### src/sv/lobm_pkg.sv
// Shared constants, types and helpers for the limit order book matcher.
package lobm_pkg;
  localparam int NUM_LEVELS  = 256;
  localparam int LEVEL_DEPTH = 8;
  localparam int MAX_TRADES  = 63;
  localparam int LVL_W  = $clog2(NUM_LEVELS);
  localparam int POS_W  = (LEVEL_DEPTH > 1) ? $clog2(LEVEL_DEPTH) : 1;
  localparam int CNT_W  = $clog2(LEVEL_DEPTH + 1);
  localparam int ADDR_W = LVL_W + POS_W;
  localparam int TRD_W  = $clog2(MAX_TRADES + 1);

  typedef logic [1:0] kind_t;
  localparam kind_t KIND_PLACED   = 2'd0;
  localparam kind_t KIND_REJECTED = 2'd1;
  localparam kind_t KIND_TRADE    = 2'd2;
  localparam kind_t KIND_DONE     = 2'd3;

  typedef struct packed {
    logic [31:0] id;
    logic [15:0] qty;
  } slot_t;

  // Queue head and fill count of one price level.
  typedef struct packed {
    logic [POS_W-1:0] head;
    logic [CNT_W-1:0] cnt;
  } lptr_t;

  // The search result bundle passed from the search unit to the controller.
  typedef struct packed {
    logic             bid_ok;
    logic [LVL_W-1:0] bid;
    logic             ask_ok;
    logic [LVL_W-1:0] ask;
  } best_t;

  function automatic logic [POS_W-1:0] wrap_pos(input logic [POS_W:0] v);
    logic [POS_W:0] d;
    d = (POS_W+1)'(LEVEL_DEPTH);
    return (v >= d) ? POS_W'(v - d) : v[POS_W-1:0];
  endfunction
endpackage

### src/sv/lobm_best.sv
// Best bid and best ask search over the occupancy bit vectors.
module lobm_best (
  input  logic                           clk,
  input  logic [lobm_pkg::NUM_LEVELS-1:0] buy_occ,
  input  logic [lobm_pkg::NUM_LEVELS-1:0] sell_occ,
  output lobm_pkg::best_t                best
);
  import lobm_pkg::*;
  best_t best_nxt;

  always_comb begin
    best_nxt = '0;
    for (int i = 0; i < NUM_LEVELS; i++) begin
      if (buy_occ[i]) begin
        best_nxt.bid_ok = 1'b1;
        best_nxt.bid = LVL_W'(i);
      end
    end
    for (int i = NUM_LEVELS - 1; i >= 0; i--) begin
      if (sell_occ[i]) begin
        best_nxt.ask_ok = 1'b1;
        best_nxt.ask = LVL_W'(i);
      end
    end
  end

  always_ff @(posedge clk) begin
    best <= best_nxt;
  end
endmodule

### config.mk
export PLATFORM = sky130hd
export DESIGN_NAME = lobm_best
export DESIGN_NICKNAME = d
export VERILOG_FILES = /design/src/sv/lobm_pkg.sv /design/src/sv/lobm_best.sv
export SDC_FILE = /design/constraint.sdc
export NUM_CORES = 1
export LEC_CHECK = 0
export ABC_AREA = 1
export BUFFER_PORTS_ARGS = -buffer_cell sky130_fd_sc_hd__buf_2
export CORE_AREA = 2 2 209 211
export CTS_CLUSTER_DIAMETER = 50
export DETAILED_ROUTE_END_ITERATION = 8
export DIE_AREA = 0 0 211 213
export PLACE_DENSITY = 0.56
export SYNTH_ARGS = -nofsm -noshare
export SYNTH_HDL_FRONTEND = slang
export SYNTH_SLANG_ARGS = --single-unit
### constraint.sdc
create_clock -name clk -period 11.15 [get_ports clk]
set_input_delay 0.5575 -clock clk [delete_from_list [all_inputs] [get_ports clk]]
set_output_delay 0.5575 -clock clk [all_outputs]
set_load 0.01 [all_outputs]
==> results.md, run 1 <==
- Outcome: complete, but fails checks
- Failing checks: negative setup slack
- Setup ws final: -1786 ps
- WS Path Type: in -> reg
- Vias: approximately 13000
- Avg Inst Size Synth: ~4.1 um^2
- PnR Total Power: approximately 470 uW
- Slowest stage cell, crit path: o21bai_4
- Congestion Overflow GR: 0
- Layout cells sized above 1: about a quarter
- H-Tree Depth: 1
- CP top delay family: simple AND/OR/NAND/NOR gates
- Reg clk slew, reported paths: around 60 ps
- Fmax: about 77 MHz
- # port buffers: between 500 and 600
- Netlist Area Pre-Place: 8357 um^2
- Largest net degree at the start of global routing: 10
- Initial core utilization: between 10% and 20%
- #FFs+latches synth: 18
- Worst path most repeated cell: nand2_1
- Chip height: about 210 um
- Critical path peak fanout: 2
- Via density: around 4.1
- Final Critical Period: 12940 ps
- Site Rows: 76
- Max-cap violations: 0
- Worst Path Arrival: 13090 ps
- CTS max path bufs: 2
- Final Setup Violations: 2
- Register area share after synthesis: 4.312%
- Post-DP Area: about 12000 um^2
- GPL Wtd Cong: around 0.95
- Leak Pwr: between 0.008 and 0.009 uW
- Max-slew headroom: 45.94%
- WL/cell: 13.83 um
- Most common cell after layout, fill and taps aside: nand2_1
- Core area: 42700 um^2
- Cell variety after synth: 23
- Post-DRT Antenna Nets: 0
- First-pass GRT wire length: about 64 mm
- Area Growth Syn to Fin: 46.35%
- Slew @ Worst Pin: 803.5 ps
- Detailed Route Iter0 Violations: 573
- Io pins: ~530
- Final Hold Fails: 0
- RSZ-0062 raised after global routing: yes
- Die area: about 45000 um^2
- Hold crit path type: in -> reg
- Antenna violations before repair: 24
- Hold Startpoint: sell_occ[0]
- Gr usage total: a little under a fifth
- CP Buf/Inv Count: 1
- Final instance area: roughly 12000 um^2
- Syn nets: between 2000 and 3000
- CTS tree: built
- Root Driver: clkbuf_16
- Synth Instances: between 2000 and 2500
- CP startpoint kind: input port
- Residual DRC count: 0
- Final net count: between 3000 and 4000
- Peak supply drop: 0.00004156 V
- DRT Pass-1 Iters: 5
- Final period util: 116.0%
- Worst Setup SP: buy_occ[3]
- WP data required: around 11000 ps
- CTS Buf Count: 3
- Slew Limit Fails: 0
- Post-DP HPWL: ~41 mm
- Max reg flops: 18
- Biggest regs: best (18)
- Vias in the first global route: roughly 12000
- Post-CTS setup buffer count: 0
- Most flops, register: best
- Die W: roughly 210 um
- Ys Warns: 0
- Util after Layout: 28.65%
- P per Cell Area: between 30 and 40 nW/um^2
- Clk sink count: 18
- Crit. End Element: register
- Final-layout fill cell count: 5180
- Largest stage delay on the critical path: 170 ps
- Routed WL: about 44 mm
- Most frequent cells in the layout: 860 x nand2_1, 530 x buf_2, 509 x inv_1, 387 x nor2_1, 50 x buf_4
==> cells by family (layout without fill, tap and decap cells) <==
family / after synthesis / count (layout) / synth area share [%]
other cells: 0 / 13 / 0
simple gates: 1378 / 1378 / 64.38
buf+inv: 537 / 1120 / 25.11
compound gates: 86 / 86 / 6.199
flops: 18 / 18 / 4.312
==> routing by layer <==
metal	vias up	routed length, um	share of wire, %	GRT usage (%)
met5	-	53	0.12	0
li1	6994	-	-	-
met2	455	22230	51	35.69
met3	76	3009	6.9	3.956
met1	5375	16580	38	19.05
met4	8	1842	4.2	8.548
==> cells in the mapped netlist <==
master | number | area share [%]
nand2_1 | 873 | 39
inv_1 | 510 | 23
nor2_1 | 387 | 17
nand3_1 | 43 | 2.6
nor3_1 | 28 | 1.7
a21oi_1 | 27 | 1.6
nor4_1 | 24 | 1.8
inv_2 | 20 | 0.90
nand4_1 | 20 | 1.5
dfxtp_1 | 18 | 4.3
o21ai_0 | 16 | 0.96
a31oi_1 | 14 | 1.0
o31ai_1 | 9 | 0.81
o21bai_1 | 8 | 0.72
bufinv_8 | 6 | 1.3
a21boi_0 | 4 | 0.36
o21ai_1 | 3 | 0.18
o311ai_0 | 3 | 0.31
or2_2 | 2 | 0.15
a21oi_2 | 1 | 0.10
clkinv_1 | 1 | 0.045
nor3b_1 | 1 | 0.090
o211ai_1 | 1 | 0.090
==> final cells by class <==
class | instances | area [um^2] | share of cell area (%)
Clock buffer | 3 | 75.07 | 0.6138
Multi-Input combinational cell | 1464 | 5953 | 48.68
Antenna cell | 13 | 32.53 | 0.2660
Inverter | 537 | 2098 | 17.16
Timing Repair Buffer | 580 | 3028 | 24.76
Tap cell | 546 | 683.2 | 5.586
Sequential cell | 18 | 360.3 | 2.946
==> stage by stage <==
stage                     TNS (ps)  setup slack [ps]  instances  hold slack, ps
final                        -3398             -1786       3161           519.0
after global routing         -8643             -4444       3159           516.0
after CTS                    -3750             -1919       3148           501.0
after detailed placement     -4540             -2407       3145           773.9
after global placement       -4595             -2431       3145           777.3
after floorplan             -286.6            -144.7       2019           619.9
==> worst paths after layout <==
check,depth (start not counted),endpoint
max,246,best[9]
min,2,best[0]
==> power by group <==
| part | internal [uW] | switching, uW |
|---|---|---|
| combinational | 147 | 184 |
| clock | 47.4 | 27.8 |
| sequential | 65.5 | 0.496 |
| total | 260 | 212 |
==> repair_timing <==
| action | in CTS | in global routing |
|---|---|---|
| gates resized for setup | 11 | 6 |
| hold buffers | 0 | 0 |
| pin swaps | 1 | 9 |
| endpoints found under the setup margin | 2 | 2 |
Note: power is estimated with default switching activity, not from simulation.
==> run 2: changes to the inputs <==
- RECOVER_POWER: not set -> 25
==> results.md, run 2 (synthesis results as in run 1) <==
- Outcome: complete, but fails checks
- Failing checks: negative setup slack
- Via density: 4.077 (-0.16%)
- Detailed Route Iter0 Violations: 598 (+4.4%)
- Biggest regs: best (18)
- WS Path Type: in -> reg
- P per Cell Area: 38.58 nW/um^2 (about the same)
- Final period util: 116.1% (about the same)
- Chip height: 213 um (unchanged)
- Setup ws final: -1799 ps (-12.47 ps)
- First-pass GRT wire length: 63.81 mm (unchanged)
- Hold crit path type: in -> reg
- Peak supply drop: 0.00004132 V (-0.57%)
- Worst Path Arrival: 13100 ps (about the same)
- CTS Buf Count: 3 (unchanged)
- Layout cells sized above 1: 23.83% (-0.31 points)
- Most frequent cells in the layout: 860 x nand2_1, 522 x buf_2, 509 x inv_1, 387 x nor2_1, 50 x buf_4
- Die area: 44940 um^2 (unchanged)
- CP startpoint kind: input port
- WP data required: 11300 ps (about the same)
- Largest stage delay on the critical path: 170 ps (about the same)
- Root Driver: clkbuf_16
- Routed WL: 43.73 mm (about the same)
- Global routing's busiest layer: met2
- Max-cap violations: 0 (unchanged)
- Worst path most repeated cell: nand2_1
- Finished Layout Cells: 3161 (unchanged)
- Fmax: 77.23 MHz (about the same)
- Post-CTS setup buffer count: 0 (unchanged)
- DRT Pass-1 Iters: 4 (-1)
- # port buffers: 530 (unchanged)
- Post-DP Area: 12070 um^2 (unchanged)
- Max-slew headroom: 45.94% (about the same)
- Leak Pwr: 0.008029 uW (-0.26%)
- Area Growth Syn to Fin: 46.23% (about the same)
- H-Tree Depth: 1 (unchanged)
- Met3 Track Usage GR: 3.956% (unchanged)
- Io pins: 531 (unchanged)
- Crit. End Element: register
- Most common cell after layout, fill and taps aside: nand2_1
- Final Critical Period: 12950 ps (+12.47 ps)
- Vias in the first global route: 12258 (unchanged)
- Met2 Usage GRT: 35.69% (unchanged)
- Final instance area: 12220 um^2 (about the same)
- Site Rows: 76 (unchanged)
- Post-DRT Antenna Nets: 0 (unchanged)
- Antenna violations before repair: 24 (unchanged)
- Initial core utilization: 19.57% (unchanged)
- RSZ-0062 raised after global routing: yes
- Critical path peak fanout: 2 (unchanged)
- M1 GR Usage: 19.05% (unchanged)
- Most flops, register: best
- Vias: 12887 (-0.16%)
- CTS max path bufs: 2 (unchanged)
- Slew Limit Fails: 0 (unchanged)
- Reg clk slew, reported paths: 60 ps (about the same)
- Placed instance count: 3145 (unchanged)
- Slew @ Worst Pin: 803.5 ps (+0.002027 ps)
- Final Hold Fails: 0 (unchanged)
- CTS tree: built
- Final Setup Violations: 2 (unchanged)
- Slowest stage cell, crit path: o21bai_4
- Residual DRC count: 0 (unchanged)
- Post-DP HPWL: 41.41 mm (unchanged)
- Largest net degree at the start of global routing: 10 (unchanged)
- Core area: 42700 um^2 (unchanged)
- Die W: 211 um (unchanged)
- WL/cell: 13.83 um (about the same)
- Clk sink count: 18 (unchanged)
- Congestion Overflow GR: 0 (unchanged)
- Gr usage total: 18.54% (unchanged)
- Max reg flops: 18 (unchanged)
- GPL Wtd Cong: 0.9513 (unchanged)
- Final net count: 3117 (unchanged)
## run 2: worst paths after layout
check	end	cells after the start	start
max	best[9]	246	buy_occ[3]
min	best[0]	2	sell_occ[0]
## run 2: routing by layer
layer  up-vias  routed length, um  part of all wire (%)
met2       447              22220                    51
li1       6995                  -                     -
met4         8               1862                   4.3
met1      5363              16550                    38
met3        74               3042                   7.0
met5         -                 53                  0.12
## run 2: report_power, final
group          internal (uW)  leakage (uW)  switching [uW]
logic                    147       0.00784             184
clock network           47.4     0.0000371            27.6
registers               65.5      0.000147           0.508
total                    260       0.00803             212
## run 2: final cells by class
type / count / area [um^2]
antenna: 13 / 32.53
clock buffer: 3 / 75.07
fill: 5186 / 30480
inverter: 537 / 2098
multi-input combinational: 1464 / 5953
sequential: 18 / 360.3
tap: 546 / 683.2
timing repair buffer: 580 / 3018
## run 2: critical path, delay by kind of cell
family | cells | cell delay (ps)
and+or+nand+nor | 238 | 11600
buffers and inverters | 1 | 100
AOI/OAI and AO/OA | 7 | 890
## run 2: what timing repair did
item	in CTS	in global routing
gates resized for setup	11	6
endpoints found under the setup margin	2	2
hold buffers	0	0
pin swaps	1	9
## run 2: through the flow
| step | hold WS [ps] | utilization (%) | total power, uW | setup WS (ps) | TNS (ps) |
|---|---|---|---|---|---|
| 6_report | 519.1 | 28.62 | 471.5 | -1799 | -3415 |
| 5_1_grt | 516.0 | 28.61 | 526.2 | -4444 | -8643 |
| 4_1_cts | 501.0 | 28.51 | 477.2 | -1919 | -3750 |
| 3_5_place_dp | 773.9 | 28.26 | 395.9 | -2407 | -4540 |
| 3_3_place_gp | 777.3 | 28.26 | 396.1 | -2431 | -4595 |
| 2_1_floorplan | 619.9 | - | 221.0 | -144.7 | -286.6 |
==> run 3: changes to the inputs <==
- clock period: 11.15 -> 11.1 ns (I/O delays scaled with it)
==> results.md, run 3 (synthesis results as in run 1) <==
- RSZ-0062 raised after global routing: yes
- Congestion Overflow GR: 0 (unchanged)
- Comb pwr share: 69.9% (-0.2 points)
- WP data required: 11250 ps (-50 ps)
- Final Hold Fails: 0 (unchanged)
- CTS Hold Bufs: 0 (unchanged)
- Root Driver: clkbuf_16
- Crit. End Element: register
- Hold crit path type: in -> reg
- Worst Setup SP: buy_occ[3]
- Site Rows: 76 (unchanged)
- CTS max path bufs: 2 (unchanged)
- WS Path Type: in -> reg
- CTS Buf Count: 3 (unchanged)
- Final Setup Violations: 2 (unchanged)
- Via density: 4.073 (about the same)
- Slew @ Worst Pin: 809.2 ps (+5.725 ps)
- Final net count: 3116 (-0.032%)
- Largest stage delay on the critical path: 170 ps (about the same)
- Chip height: 213 um (unchanged)
- Gr usage total: 18.62% (+0.087 points)
- Worst path most repeated cell: nand2_1
- First-pass GRT wire length: 63.70 mm (-0.17%)
- Residual DRC count: 0 (unchanged)
- Area Growth Syn to Fin: 46.26% (about the same)
- # port buffers: 530 (unchanged)
- WL/cell: 13.84 um (about the same)
- CP startpoint kind: input port
- Most common cell after layout, fill and taps aside: nand2_1
- Clock power frac: 16.2% (+0.3 points)
- Core area: 42700 um^2 (unchanged)
- Die W: 211 um (unchanged)
- CTS tree: built
- Routed WL: 43.80 mm (+0.17%)
- Antenna violations before repair: 26 (+8.3%)
- Worst setup endpoint: best[9]
- Peak supply drop: 0.00004259 V (+3.1%)
- Io pins: 531 (unchanged)
- Most frequent cells in the layout: 861 x nand2_1, 522 x buf_2, 509 x inv_1, 387 x nor2_1, 49 x buf_4
- GPL Wtd Cong: 0.9560 (+0.49%)
- Reg clk slew, reported paths: 60 ps (about the same)
- Post-CTS setup buffer count: 0 (unchanged)
- Most flops, register: best
- Failing checks: negative setup slack
- Fmax: between 70 and 80 MHz
- Outcome: complete, but fails checks
- Largest net degree at the start of global routing: 10 (unchanged)
- Post-DP HPWL: 41.50 mm (+0.21%)
- Sw power: 213.5 uW (+0.80%)
- Post-DRT Antenna Nets: 0 (unchanged)
- DRT Pass-1 Iters: 5 (+1)
- Leak Pwr: 0.008022 uW (about the same)
- Detailed Route Iter0 Violations: 656 (+9.7%)
- Max-slew headroom: 45.55% (-0.39 points)
- Initial core utilization: 19.57% (unchanged)
- Final-layout fill cell count: 5126 (-1.2%)
- Clk sink count: 18 (unchanged)
- Net Sw Frac: 45.03% (+0.099 points)
- Slowest stage cell, crit path: o21bai_4
- Die area: 44940 um^2 (unchanged)
- Slew Limit Fails: 0 (unchanged)
- P per Cell Area: 38.80 nW/um^2 (+0.56%)
- Worst Path Arrival: 13030 ps (-70 ps)
- Final period util: 116.0%
- H-Tree Depth: 1 (unchanged)
- Vias: 12891 (+0.031%)
- Pre-CTS setup slack: -2381 ps (+26.60 ps)
- Critical path peak fanout: 2 (unchanged)
- Setup ws final: -1775 ps (+23.59 ps)
- Seq pwr share: 14.0% (about the same)
- Max reg flops: 18 (unchanged)
- Biggest regs: best (18)
- Vias in the first global route: 12278 (+0.16%)
- Max-cap violations: 0 (unchanged)
- Final Critical Period: about 13000 ps
- Int Pwr: 260.7 uW (+0.40%)
- Util after Layout: 28.63% (about the same)
- Layout cells sized above 1: 23.76% (-0.068 points)
-- run 3: cell count changes in the layout (fill, tap and decap cells not counted), sizes merged --
| cell | change |
|---|---|
| diode | +5 |
| buf | -1 |
-- run 3: metrics by stage --
stage / cell area (um^2) / power, uW / TNS (ps) / cells / hold slack (ps)
after floorplan: 8357 / 222.0 / -381.6 / 2019 / 617.4
after global placement: 12060 / 397.4 / -4553 / 3144 / 777.0
after detailed placement: 12060 / 397.0 / -4460 / 3144 / 770.4
after CTS: 12170 / 482.0 / -3698 / 3147 / 494.1
after global routing: 12210 / 529.7 / -8657 / 3160 / 505.1
final: 12220 / 474.2 / -3357 / 3165 / 507.3
-- run 3: layout make-up --
cell class | count | area, um^2 | share of cell area [%]
multi-input combinational | 1464 | 5951 | 48.68
timing repair buffer | 579 | 3010 | 24.63
inverter | 537 | 2098 | 17.17
tap | 546 | 683.2 | 5.589
sequential | 18 | 360.3 | 2.948
clock buffer | 3 | 75.07 | 0.6142
antenna | 18 | 45.04 | 0.3685
-- run 3: repair_timing --
item | 4_1_cts | 5_1_grt
gates resized for setup | 12 | 4
endpoints found under the setup margin | 2 | 2
pin swaps | 2 | 7
-- run 3: worst min path at each step --
stage,start,to,slack (ps),cells past startpoint
after CTS,sell_occ[0],best[0],490,2
after global placement,sell_occ[0],best[0],780,2
after detailed placement,sell_occ[0],best[0],770,2
final,sell_occ[0],best[0],510,2
after floorplan,sell_occ[0],best[0],620,1
after global routing,sell_occ[0],best[0],510,2
-- run 3: power groups by stage --
stage	Sequential (uW)	Clock [uW]	Combinational (uW)
3_3_place_gp	67.7	0	330
2_1_floorplan	68.1	0	154
4_1_cts	66.2	83.1	333
6_report	66.2	76.7	331
3_5_place_dp	67.7	0	329
5_1_grt	66.3	84.4	379
-- run 3: worst max-delay path, delay by kind of cell --
family	cells	cell delay, ps
compound gates	7	870
buf+inv	1	110
simple gates	238	11450
-- run 3: routing by layer --
| metal | routed length [um] | share of wire, % | up-vias | global-route usage (%) |
|---|---|---|---|---|
| met5 | 76 | 0.17 | - | 0 |
| met4 | 2301 | 5.3 | 12 | 10.93 |
| met3 | 3202 | 7.3 | 102 | 4.207 |
| met2 | 21940 | 50 | 487 | 35.20 |
| met1 | 16280 | 37 | 5283 | 18.65 |
| li1 | - | - | 7007 | - |
